$ cat src/rtl/cir_pkg.sv
// Shared types, constants and the divide-by-three step of the tap power analyzer.
package cir_pkg;

	localparam int unsigned TAPS       = 64;
	localparam int unsigned LEAD_END   = 8;
	localparam int unsigned TAIL_BEGIN = 40;

	localparam int CNT_W   = 7;
	localparam int IDX_W   = 6;
	localparam int RAW_W   = 48;
	localparam int PART_W  = 18;
	localparam int IQ_W    = 16;
	localparam int PWR_W   = 36;
	localparam int LEAD_W  = 39;
	localparam int TAIL_W  = 40;

	localparam int DIV_BITS   = 8;
	localparam int DIV_STAGES = TAIL_W / DIV_BITS;

	localparam int QDEPTH = 4;
	localparam int QPTR_W = 2;
	localparam int QCNT_W = 3;

	typedef struct packed {
		logic [IQ_W-1:0]   iq_real;
		logic [IQ_W-1:0]   iq_imag;
		logic [PART_W-1:0] mag_re;
		logic [PART_W-1:0] mag_im;
		logic              acc_en;
		logic              in_lead;
		logic              in_tail;
		logic              last;
		logic [IDX_W-1:0]  idx;
	} tap_req_t;

	typedef struct packed {
		logic              valid;
		tap_req_t          data;
	} req_chan_t;

	typedef struct packed {
		logic [IQ_W-1:0]   iq_real;
		logic [IQ_W-1:0]   iq_imag;
		logic [PWR_W-1:0]  tap_power;
		logic              summary_valid;
		logic [PWR_W-1:0]  lead_mean;
		logic [TAIL_W-1:0] tail_work;
		logic [1:0]        rem;
		logic [PWR_W-1:0]  peak_pwr;
		logic [IDX_W-1:0]  peak_tap;
	} res_t;

	// One pipeline step of long division by three, DIV_BITS quotient bits from the top.
	// Quotient bits replace the dividend bits in place as they are produced.
	function automatic res_t div3_step(input res_t d, input logic [2:0] stg);
		res_t             r;
		logic [2:0]       t;
		logic [5:0]       pos;
		r = d;
		for (int j = 0; j < DIV_BITS; j++) begin
			pos = 6'(TAIL_W - 1 - DIV_BITS * int'(stg) - j);
			t = {r.rem, r.tail_work[pos]};
			if (t >= 3'd3) begin
				r.tail_work[pos] = 1'b1;
				r.rem = 2'(t - 3'd3);
			end else begin
				r.tail_work[pos] = 1'b0;
				r.rem = t[1:0];
			end
		end
		return r;
	endfunction

endpackage

$ cat src/rtl/cir_front.sv
// Front end: takes tap requests, unpacks I/Q, forms magnitudes and classifies the tap position.
module cir_front (
	input  logic                          clk,
	input  logic                          arst_n,
	input  logic [cir_pkg::RAW_W-1:0]     tap_raw,
	input  logic                          last_tap,
	input  logic                          in_valid,
	output logic                          in_stall,
	input  logic                          q_full,
	output cir_pkg::req_chan_t            push
);

	logic [cir_pkg::CNT_W-1:0]  tap_count_q;
	logic [cir_pkg::PART_W-1:0] re;
	logic [cir_pkg::PART_W-1:0] im;
	logic                       take;

	assign re       = tap_raw[17:0];
	assign im       = tap_raw[41:24];
	assign in_stall = q_full;
	assign take     = in_valid && !q_full;

	always_comb begin
		push.valid             = take;
		push.data.iq_real      = re[17:2];
		push.data.iq_imag      = im[17:2];
		push.data.mag_re       = re[17] ? (~re + 18'd1) : re;
		push.data.mag_im       = im[17] ? (~im + 18'd1) : im;
		push.data.acc_en       = tap_count_q < cir_pkg::CNT_W'(cir_pkg::TAPS);
		push.data.in_lead      = tap_count_q < cir_pkg::CNT_W'(cir_pkg::LEAD_END);
		push.data.in_tail      = tap_count_q >= cir_pkg::CNT_W'(cir_pkg::TAIL_BEGIN);
		push.data.last         = last_tap;
		push.data.idx          = tap_count_q[cir_pkg::IDX_W-1:0];
	end

	// The position counter saturates at TAPS and restarts after the last tap.
	always_ff @(posedge clk or negedge arst_n) begin
		if (!arst_n) begin
			tap_count_q <= '0;
		end else if (take) begin
			if (last_tap) begin
				tap_count_q <= '0;
			end else if (push.data.acc_en) begin
				tap_count_q <= tap_count_q + 7'd1;
			end
		end
	end

endmodule

$ cat src/rtl/cir_fifo.sv
// Short request queue between the front end and the back end.
module cir_fifo (
	input  logic                 clk,
	input  logic                 arst_n,
	input  cir_pkg::req_chan_t   push,
	output logic                 full,
	input  logic                 pop,
	output cir_pkg::req_chan_t   head
);

	cir_pkg::tap_req_t           mem_q [cir_pkg::QDEPTH];
	logic [cir_pkg::QPTR_W-1:0]  wr_ptr_q;
	logic [cir_pkg::QPTR_W-1:0]  rd_ptr_q;
	logic [cir_pkg::QCNT_W-1:0]  count_q;
	logic                        do_pop;

	assign full       = count_q == cir_pkg::QCNT_W'(cir_pkg::QDEPTH);
	assign head.valid = count_q != '0;
	assign head.data  = mem_q[rd_ptr_q];
	assign do_pop     = pop && head.valid;

	always_ff @(posedge clk) begin
		if (push.valid) begin
			mem_q[wr_ptr_q] <= push.data;
		end
	end

	always_ff @(posedge clk or negedge arst_n) begin
		if (!arst_n) begin
			wr_ptr_q <= '0;
			rd_ptr_q <= '0;
			count_q  <= '0;
		end else begin
			if (push.valid) begin
				wr_ptr_q <= wr_ptr_q + 2'd1;
			end
			if (do_pop) begin
				rd_ptr_q <= rd_ptr_q + 2'd1;
			end
			if (push.valid && !do_pop) begin
				count_q <= count_q + 3'd1;
			end else if (!push.valid && do_pop) begin
				count_q <= count_q - 3'd1;
			end
		end
	end

endmodule

$ cat src/rtl/cir_back.sv
// Back end: squares, power sum, record accumulation, tail division and the output register.
module cir_back (
	input  logic                   clk,
	input  logic                   arst_n,
	input  cir_pkg::req_chan_t     head,
	output logic                   pop,
	output logic                   out_valid,
	input  logic                   out_stall,
	output cir_pkg::res_t          res
);

	logic                          adv;

	// Stage 1: squares of the magnitudes.
	logic                          vld_s1;
	cir_pkg::tap_req_t             req_s1;
	logic [cir_pkg::PWR_W-1:0]     sq_re_s1;
	logic [cir_pkg::PWR_W-1:0]     sq_im_s1;

	// Stage 2: tap power.
	logic                          vld_s2;
	cir_pkg::tap_req_t             req_s2;
	logic [cir_pkg::PWR_W-1:0]     pwr_s2;

	// Record state.
	logic [cir_pkg::LEAD_W-1:0]    lead_acc_q;
	logic [cir_pkg::TAIL_W-1:0]    tail_acc_q;
	logic [cir_pkg::PWR_W-1:0]     best_power_q;
	logic [cir_pkg::IDX_W-1:0]     best_tap_q;

	logic [cir_pkg::LEAD_W-1:0]    lead_nx;
	logic [cir_pkg::TAIL_W-1:0]    tail_nx;
	logic [cir_pkg::PWR_W-1:0]     best_nx;
	logic [cir_pkg::IDX_W-1:0]     best_tap_nx;
	logic                          acc_step;
	cir_pkg::res_t                 res_nx;

	// Stage 3 and the division stages after it; the last entry is the output register.
	logic                          vld_s [cir_pkg::DIV_STAGES+1];
	cir_pkg::res_t                 res_s [cir_pkg::DIV_STAGES+1];

	// The whole pipeline moves as one when the output register can take a new result.
	assign adv       = !vld_s[cir_pkg::DIV_STAGES] || !out_stall;
	assign pop       = head.valid && adv;
	assign out_valid = vld_s[cir_pkg::DIV_STAGES];
	assign res       = res_s[cir_pkg::DIV_STAGES];
	assign acc_step  = vld_s2 && adv;

	always_comb begin
		lead_nx     = lead_acc_q;
		tail_nx     = tail_acc_q;
		best_nx     = best_power_q;
		best_tap_nx = best_tap_q;
		if (req_s2.acc_en) begin
			if (req_s2.in_lead) begin
				lead_nx = lead_acc_q + cir_pkg::LEAD_W'(pwr_s2);
			end
			if (req_s2.in_tail) begin
				tail_nx = tail_acc_q + cir_pkg::TAIL_W'(pwr_s2);
			end
			if (pwr_s2 > best_power_q) begin
				best_nx     = pwr_s2;
				best_tap_nx = req_s2.idx;
			end
		end

		res_nx.iq_real       = req_s2.iq_real;
		res_nx.iq_imag       = req_s2.iq_imag;
		res_nx.tap_power     = pwr_s2;
		res_nx.summary_valid = req_s2.last;
		res_nx.rem           = '0;
		if (req_s2.last) begin
			res_nx.lead_mean  = lead_nx[cir_pkg::LEAD_W-1:3];
			res_nx.tail_work  = {3'b000, tail_nx[cir_pkg::TAIL_W-1:3]};
			res_nx.peak_pwr   = best_nx;
			res_nx.peak_tap   = best_tap_nx;
		end else begin
			res_nx.lead_mean  = '0;
			res_nx.tail_work  = '0;
			res_nx.peak_pwr   = '0;
			res_nx.peak_tap   = '0;
		end
	end

	always_ff @(posedge clk or negedge arst_n) begin
		if (!arst_n) begin
			vld_s1 <= 1'b0;
			vld_s2 <= 1'b0;
			for (int k = 0; k <= cir_pkg::DIV_STAGES; k++) begin
				vld_s[k] <= 1'b0;
			end
			lead_acc_q   <= '0;
			tail_acc_q   <= '0;
			best_power_q <= '0;
			best_tap_q   <= '0;
		end else begin
			if (adv) begin
				vld_s1   <= head.valid;
				vld_s2   <= vld_s1;
				vld_s[0] <= vld_s2;
				for (int k = 1; k <= cir_pkg::DIV_STAGES; k++) begin
					vld_s[k] <= vld_s[k-1];
				end
			end
			if (acc_step) begin
				if (req_s2.last) begin
					lead_acc_q   <= '0;
					tail_acc_q   <= '0;
					best_power_q <= '0;
					best_tap_q   <= '0;
				end else begin
					lead_acc_q   <= lead_nx;
					tail_acc_q   <= tail_nx;
					best_power_q <= best_nx;
					best_tap_q   <= best_tap_nx;
				end
			end
		end
	end

	always_ff @(posedge clk) begin
		if (adv) begin
			req_s1   <= head.data;
			sq_re_s1 <= cir_pkg::PWR_W'(head.data.mag_re) * cir_pkg::PWR_W'(head.data.mag_re);
			sq_im_s1 <= cir_pkg::PWR_W'(head.data.mag_im) * cir_pkg::PWR_W'(head.data.mag_im);
			req_s2   <= req_s1;
			pwr_s2   <= sq_re_s1 + sq_im_s1;
			res_s[0] <= res_nx;
			for (int k = 1; k <= cir_pkg::DIV_STAGES; k++) begin
				res_s[k] <= cir_pkg::div3_step(res_s[k-1], 3'(k - 1));
			end
		end
	end

endmodule

$ cat src/rtl/cir_tap_power_peak_analyzer_core.sv
// Top level of the channel impulse response tap power and peak analyzer.
// The block takes one tap per cycle while in_stall is low and returns one result per tap,
// in order, after the tap leaves the four-entry request queue and passes the squares
// register, the power-sum register, the record-accumulation register and the stages
// of the tail-mean division by three, which retires eight quotient bits per stage. The
// sustained rate is one tap per clock; in_stall rises only when the queue is full,
// which happens when out_stall holds the result pipeline still. On the tap marked
// last the summary fields carry the lead mean, tail mean, peak power and peak
// position of the record, and the record state is cleared for the next one.
module cir_tap_power_peak_analyzer_core (
	input  logic                              clk,
	input  logic                              arst_n,
	input  logic                              in_valid,
	output logic                              in_stall,
	input  logic [cir_pkg::RAW_W-1:0]         tap_raw,
	input  logic                              last_tap,
	output logic                              out_valid,
	input  logic                              out_stall,
	output logic signed [cir_pkg::IQ_W-1:0]   iq_real,
	output logic signed [cir_pkg::IQ_W-1:0]   iq_imag,
	output logic [cir_pkg::PWR_W-1:0]         tap_power,
	output logic                              summary_valid,
	output logic [cir_pkg::PWR_W-1:0]         lead_mean,
	output logic [cir_pkg::PWR_W-1:0]         tail_mean,
	output logic [cir_pkg::PWR_W-1:0]         peak_power_out,
	output logic [cir_pkg::IDX_W-1:0]         peak_tap
);

	cir_pkg::req_chan_t  push;
	cir_pkg::req_chan_t  head;
	cir_pkg::res_t       res;
	logic                q_full;
	logic                pop;

	cir_front u_front (
		.clk      (clk),
		.arst_n   (arst_n),
		.tap_raw  (tap_raw),
		.last_tap (last_tap),
		.in_valid (in_valid),
		.in_stall (in_stall),
		.q_full   (q_full),
		.push     (push)
	);

	cir_fifo u_fifo (
		.clk    (clk),
		.arst_n (arst_n),
		.push   (push),
		.full   (q_full),
		.pop    (pop),
		.head   (head)
	);

	cir_back u_back (
		.clk       (clk),
		.arst_n    (arst_n),
		.head      (head),
		.pop       (pop),
		.out_valid (out_valid),
		.out_stall (out_stall),
		.res       (res)
	);

	assign iq_real        = res.iq_real;
	assign iq_imag        = res.iq_imag;
	assign tap_power      = res.tap_power;
	assign summary_valid  = res.summary_valid;
	assign lead_mean      = res.lead_mean;
	assign tail_mean      = res.tail_work[cir_pkg::PWR_W-1:0];
	assign peak_power_out = res.peak_pwr;
	assign peak_tap       = res.peak_tap;

endmodule

$ cat config.mk
export PLATFORM = sky130hd
export DESIGN_NAME = cir_tap_power_peak_analyzer_core
export DESIGN_NICKNAME = d
export VERILOG_FILES = /design/src/rtl/cir_pkg.sv /design/src/rtl/cir_front.sv /design/src/rtl/cir_fifo.sv /design/src/rtl/cir_back.sv /design/src/rtl/cir_tap_power_peak_analyzer_core.sv
export SDC_FILE = /design/constraint.sdc
export NUM_CORES = 2
export LEC_CHECK = 0
export BUFFER_PORTS_ARGS = -buffer_cell sky130_fd_sc_hd__buf_4
export CAP_MARGIN = 25
export CORE_UTILIZATION = 63
export CTS_CLUSTER_DIAMETER = 80
export CTS_CLUSTER_SIZE = 16
export DETAILED_ROUTE_END_ITERATION = 10
export PLACE_DENSITY = 0.87
export SLEW_MARGIN = 15
export SYNTH_ARGS = -nofsm -noshare
export SYNTH_HDL_FRONTEND = slang
export SYNTH_SLANG_ARGS = --single-unit
$ cat constraint.sdc
create_clock -name clk -period 49 [get_ports clk]
set_input_delay 0 -clock clk [delete_from_list [all_inputs] [get_ports clk]]
set_output_delay 0 -clock clk [all_outputs]
set_load 0.05 [all_outputs]
==> flow_metrics.py <==
metrics = {
    "place": {
        "io_buffers": 225,
        "post-dp-hpwl_mm": 115,
        "gp_congestion": 0.903,
        "pre_cts_slack_ns": 38.88,
    },
    "clock_tree": {
        "clkTransAtPathRegs_ns": 0.07,
        "clk_latency_ns": 0.81,
        "cts.sinks": 1752,
        "clockBufferDepth": 3,
        "clock-root-buffer": "clkbuf_16",
        "cts_tree": "yes",
        "cts-resized-gates": 0,
        "htree_levels": 4,
        "cts_buffers": 132,
    },
    "grt": {
        "grt_pass1_vias": 51005,
        "grt_usage_pct": 27.1,
        "antenna_found_initial": 2,
        "grt_max_degree": 195,
        "grt-ovfl-total": 0,
        "grt_first_pass_wirelength_mm": 281,
    },
    "synthesis": {
        "yosys_warnings": 0,
        "synth.avg_cell_area_um2": 14.2,
        "synth_seq_cells": 1752,
        "synth_ff_type": "edfxtp_1",
        "netlist_area_um2": 84600,
        "synth_edf_count": 1609,
        "synth_area_leaders": "edfxtp_1 (57%), fa_1 (10%), ha_1 (5.9%), dfrtp_1 (4.2%), inv_1 (3.0%)",
        "synth_top_cell_area_share_pct": 57.1,
        "ys_seq_area_share_pct": 61.3,
        "synthDistinctLibCells": 102,
        "yosysTopAreaCell": "edfxtp_1",
        "syn_inst": 5970,
        "syn_nets": 6861,
        "async_flop_share_pct": 8.16,
    },
    "setup_path": {
        "start_kind": "flip-flop",
        "cp_data_arrival_time_ns": 10.71,
        "critPathMaxFanout": 60,
        "cp_slowest_cell": "dfrtp_4",
        "critPathCaptureType": "flip-flop",
        "critPathMaxStageDelay_ns": 1.06,
        "path_class": "flip-flop to flip-flop",
        "crit_required_ns": 49.50,
        "critical-path-top-cell-by-count": "fa_1",
    },
    "cells_and_area": {
        "layout-drive-gt1-share_pct": 9.46,
        "layout-area-overhead-vs-synth_pct": 10.2,
        "final_common_cell": "edfxtp_1",
        "fin_nets": 7208,
        "final_cell_mix": "edfxtp_1 (1609), inv_1 (673), nand2_1 (454), fa_1 (438), ha_1 (400)",
        "n_antenna_cell": 0,
    },
    "timing": {
        "rsz0062_at_grt": "no",
        "slew-limit-headroom_pct": 24.6,
        "skew_ns": 0.0273,
        "fin_setup_tns_ns": 0,
        "max_slew.worst_pin.slew_ns": 1.13,
        "layout_min_cycle_time_ns": 10.21,
        "finalWorstSetupSlack_ns": 38.79,
        "period_share_pct": 20.8,
        "max_freq_mhz": 97.9,
        "slew_violations": 0,
        "finalSetupViolCount": 0,
        "final_hold_viol_count": 0,
    },
    "route": {
        "wire_per_inst_um": 22.2,
        "detail_route.iter0.violations": 4731,
        "vias": 49191,
        "vias_per_cell": 6.02,
        "ant_nets": 0,
        "drc": 0,
        "drt_first_pass_iters": 6,
        "routed_wl_mm": 181,
    },
    "die": {
        "fp.dieW_um": 369,
        "start_util_pct": 63.5,
        "core_um2": 133000,
        "rows": 134,
        "dieArea_um2": 136000,
        "io_pins": 238,
        "die_h_um": 369,
    },
    "outcome": {
        "status": "completed",
    },
    "hold_path": {
        "hold_path_class": "primary input to flip-flop",
    },
    "job": {
        "drv_cap": 0,
    },
}
==> area by class of cell <==
type | instances | area, µm²
inverter | 689 | 2590
clock inverter | 25 | 364
timing repair buffer | 360 | 3030
fill | 8156 | 40000
tap | 1768 | 2210
clock buffer | 189 | 3540
multi-input combinational | 3382 | 29600
sequential | 1752 | 51900
==> state kept, by name, summed over array words and instances, names as in the netlist <==
| register | count |
|---|---|
| u_back.req_s2 | 42 |
| u_back.best_tap_q | 6 |
| u_back.req_s1 | 42 |
| u_fifo.wr_ptr_q | 2 |
| u_front.tap_count_q | 7 |
| u_back.lead_acc_q | 39 |
| u_back.sq_im_s1 | 35 |
| u_back.res_s | 1107 |
| u_back.vld_s2 | 1 |
| u_back.sq_re_s1 | 35 |
| u_fifo.rd_ptr_q | 2 |
| u_back.out_valid | 1 |
| u_back.vld_s | 5 |
| u_fifo.mem_q | 312 |
| u_back.vld_s1 | 1 |
| u_back.best_power_q | 36 |
| u_back.tail_acc_q | 40 |
| u_back.pwr_s2 | 36 |
| u_fifo.count_q | 3 |
==> what timing repair did <==
action,4_1_cts,5_1_grt
setup endpoints to repair,0,0
hold endpoints to repair,366,0
setup buffers,0,0
hold buffers,73,0
==> synthesized netlist by cell type, types with 7 or more instances <==
| library cell | n |
|---|---|
| a21oi_1 | 220 |
| nand4_1 | 20 |
| a21o_1 | 81 |
| o211ai_1 | 21 |
| a22o_1 | 9 |
| xnor2_1 | 148 |
| o21ai_0 | 249 |
| o21bai_1 | 31 |
| o31ai_1 | 17 |
| buf_1 | 19 |
| nand2_1 | 456 |
| and2_1 | 36 |
| o21ai_1 | 16 |
| and3_1 | 22 |
| nor2b_1 | 33 |
| o22ai_1 | 12 |
| a31oi_1 | 24 |
| clkbuf_1 | 123 |
| a22oi_1 | 52 |
| nand3_1 | 60 |
| xor2_1 | 46 |
| nor4_1 | 8 |
| dfrtp_1 | 143 |
| nor3b_1 | 8 |
| or2_2 | 19 |
| inv_1 | 674 |
| nor3_1 | 47 |
| a211o_1 | 17 |
| mux4_2 | 42 |
| edfxtp_1 | 1609 |
| nor2_1 | 390 |
| a21boi_0 | 31 |
| a211oi_1 | 24 |
| o21a_1 | 62 |
| or3_1 | 20 |
| mux2_2 | 45 |
| fa_1 | 438 |
| nand2b_1 | 46 |
| o31a_1 | 7 |
| or4_1 | 9 |
| ha_1 | 400 |
| mux2i_1 | 100 |
| clkinv_1 | 12 |
==> worst max-delay path: cells and delay by family, from the launching register on <==
kind,cells,cell delay (ns)
flops,1,1.06
mux,1,0.42
simple gates,3,0.84
buf+inv,8,1.82
fa+ha+maj,7,3.28
compound gates,10,2.37
==> metal layers <==
metal	vias to the layer above	global-route usage (%)	wire, µm
met2	2363	46.9	92100
met3	561	4.83	13700
met1	24382	32.7	66300
li1	21881	-	-
met5	-	0	37
met4	4	13.3	9090
==> through the flow <==
stage,utilization (%),hold WS [ns],area [µm²],std cells
floorplan,-,-0.296,84600,5970
global placement,66.4,0.147,88500,7873
detailed placement,66.4,0.156,88500,7874
CTS,69.9,0.0155,93200,8161
global route,70.0,0.0420,93300,8165
finish,70.0,0.0531,93300,8165
==> cell families (layout without fill, tap and decap cells) <==
family          count (synthesis)  count (layout)  share of synthesized area (%)
compound gates                961             961                           7.38
xor+xnor                      194             194                           2.01
fa+ha+maj                     838             838                           16.3
buf+inv                       836            1263                           3.72
flops                        1752            1752                           61.3
mux                           192             192                           2.99
simple gates                 1197            1197                           6.30
==> path summary, 6_finish.rpt <==
path | from | endpoint | slack, ns | cells after the start
min in group asynchronous | arst_n | u_back.tail_acc_q[8] | 0.38 | 4
max reg2reg | u_fifo.rd_ptr_q[1] | u_back.sq_im_s1[35] | 38.79 | 29
max in group asynchronous | arst_n | u_back.best_power_q[24] | 47.82 | 4
max | u_fifo.rd_ptr_q[1] | u_back.sq_im_s1[35] | 38.79 | 29
min | last_tap | u_front.tap_count_q[6] | 0.05 | 3
min reg2reg | u_back.res_s[2][162] | u_back.res_s[3][162] | 0.41 | 0
Power is not shown: default switching activity piles up to over one toggle a cycle in this logic, so the estimate is an artifact.
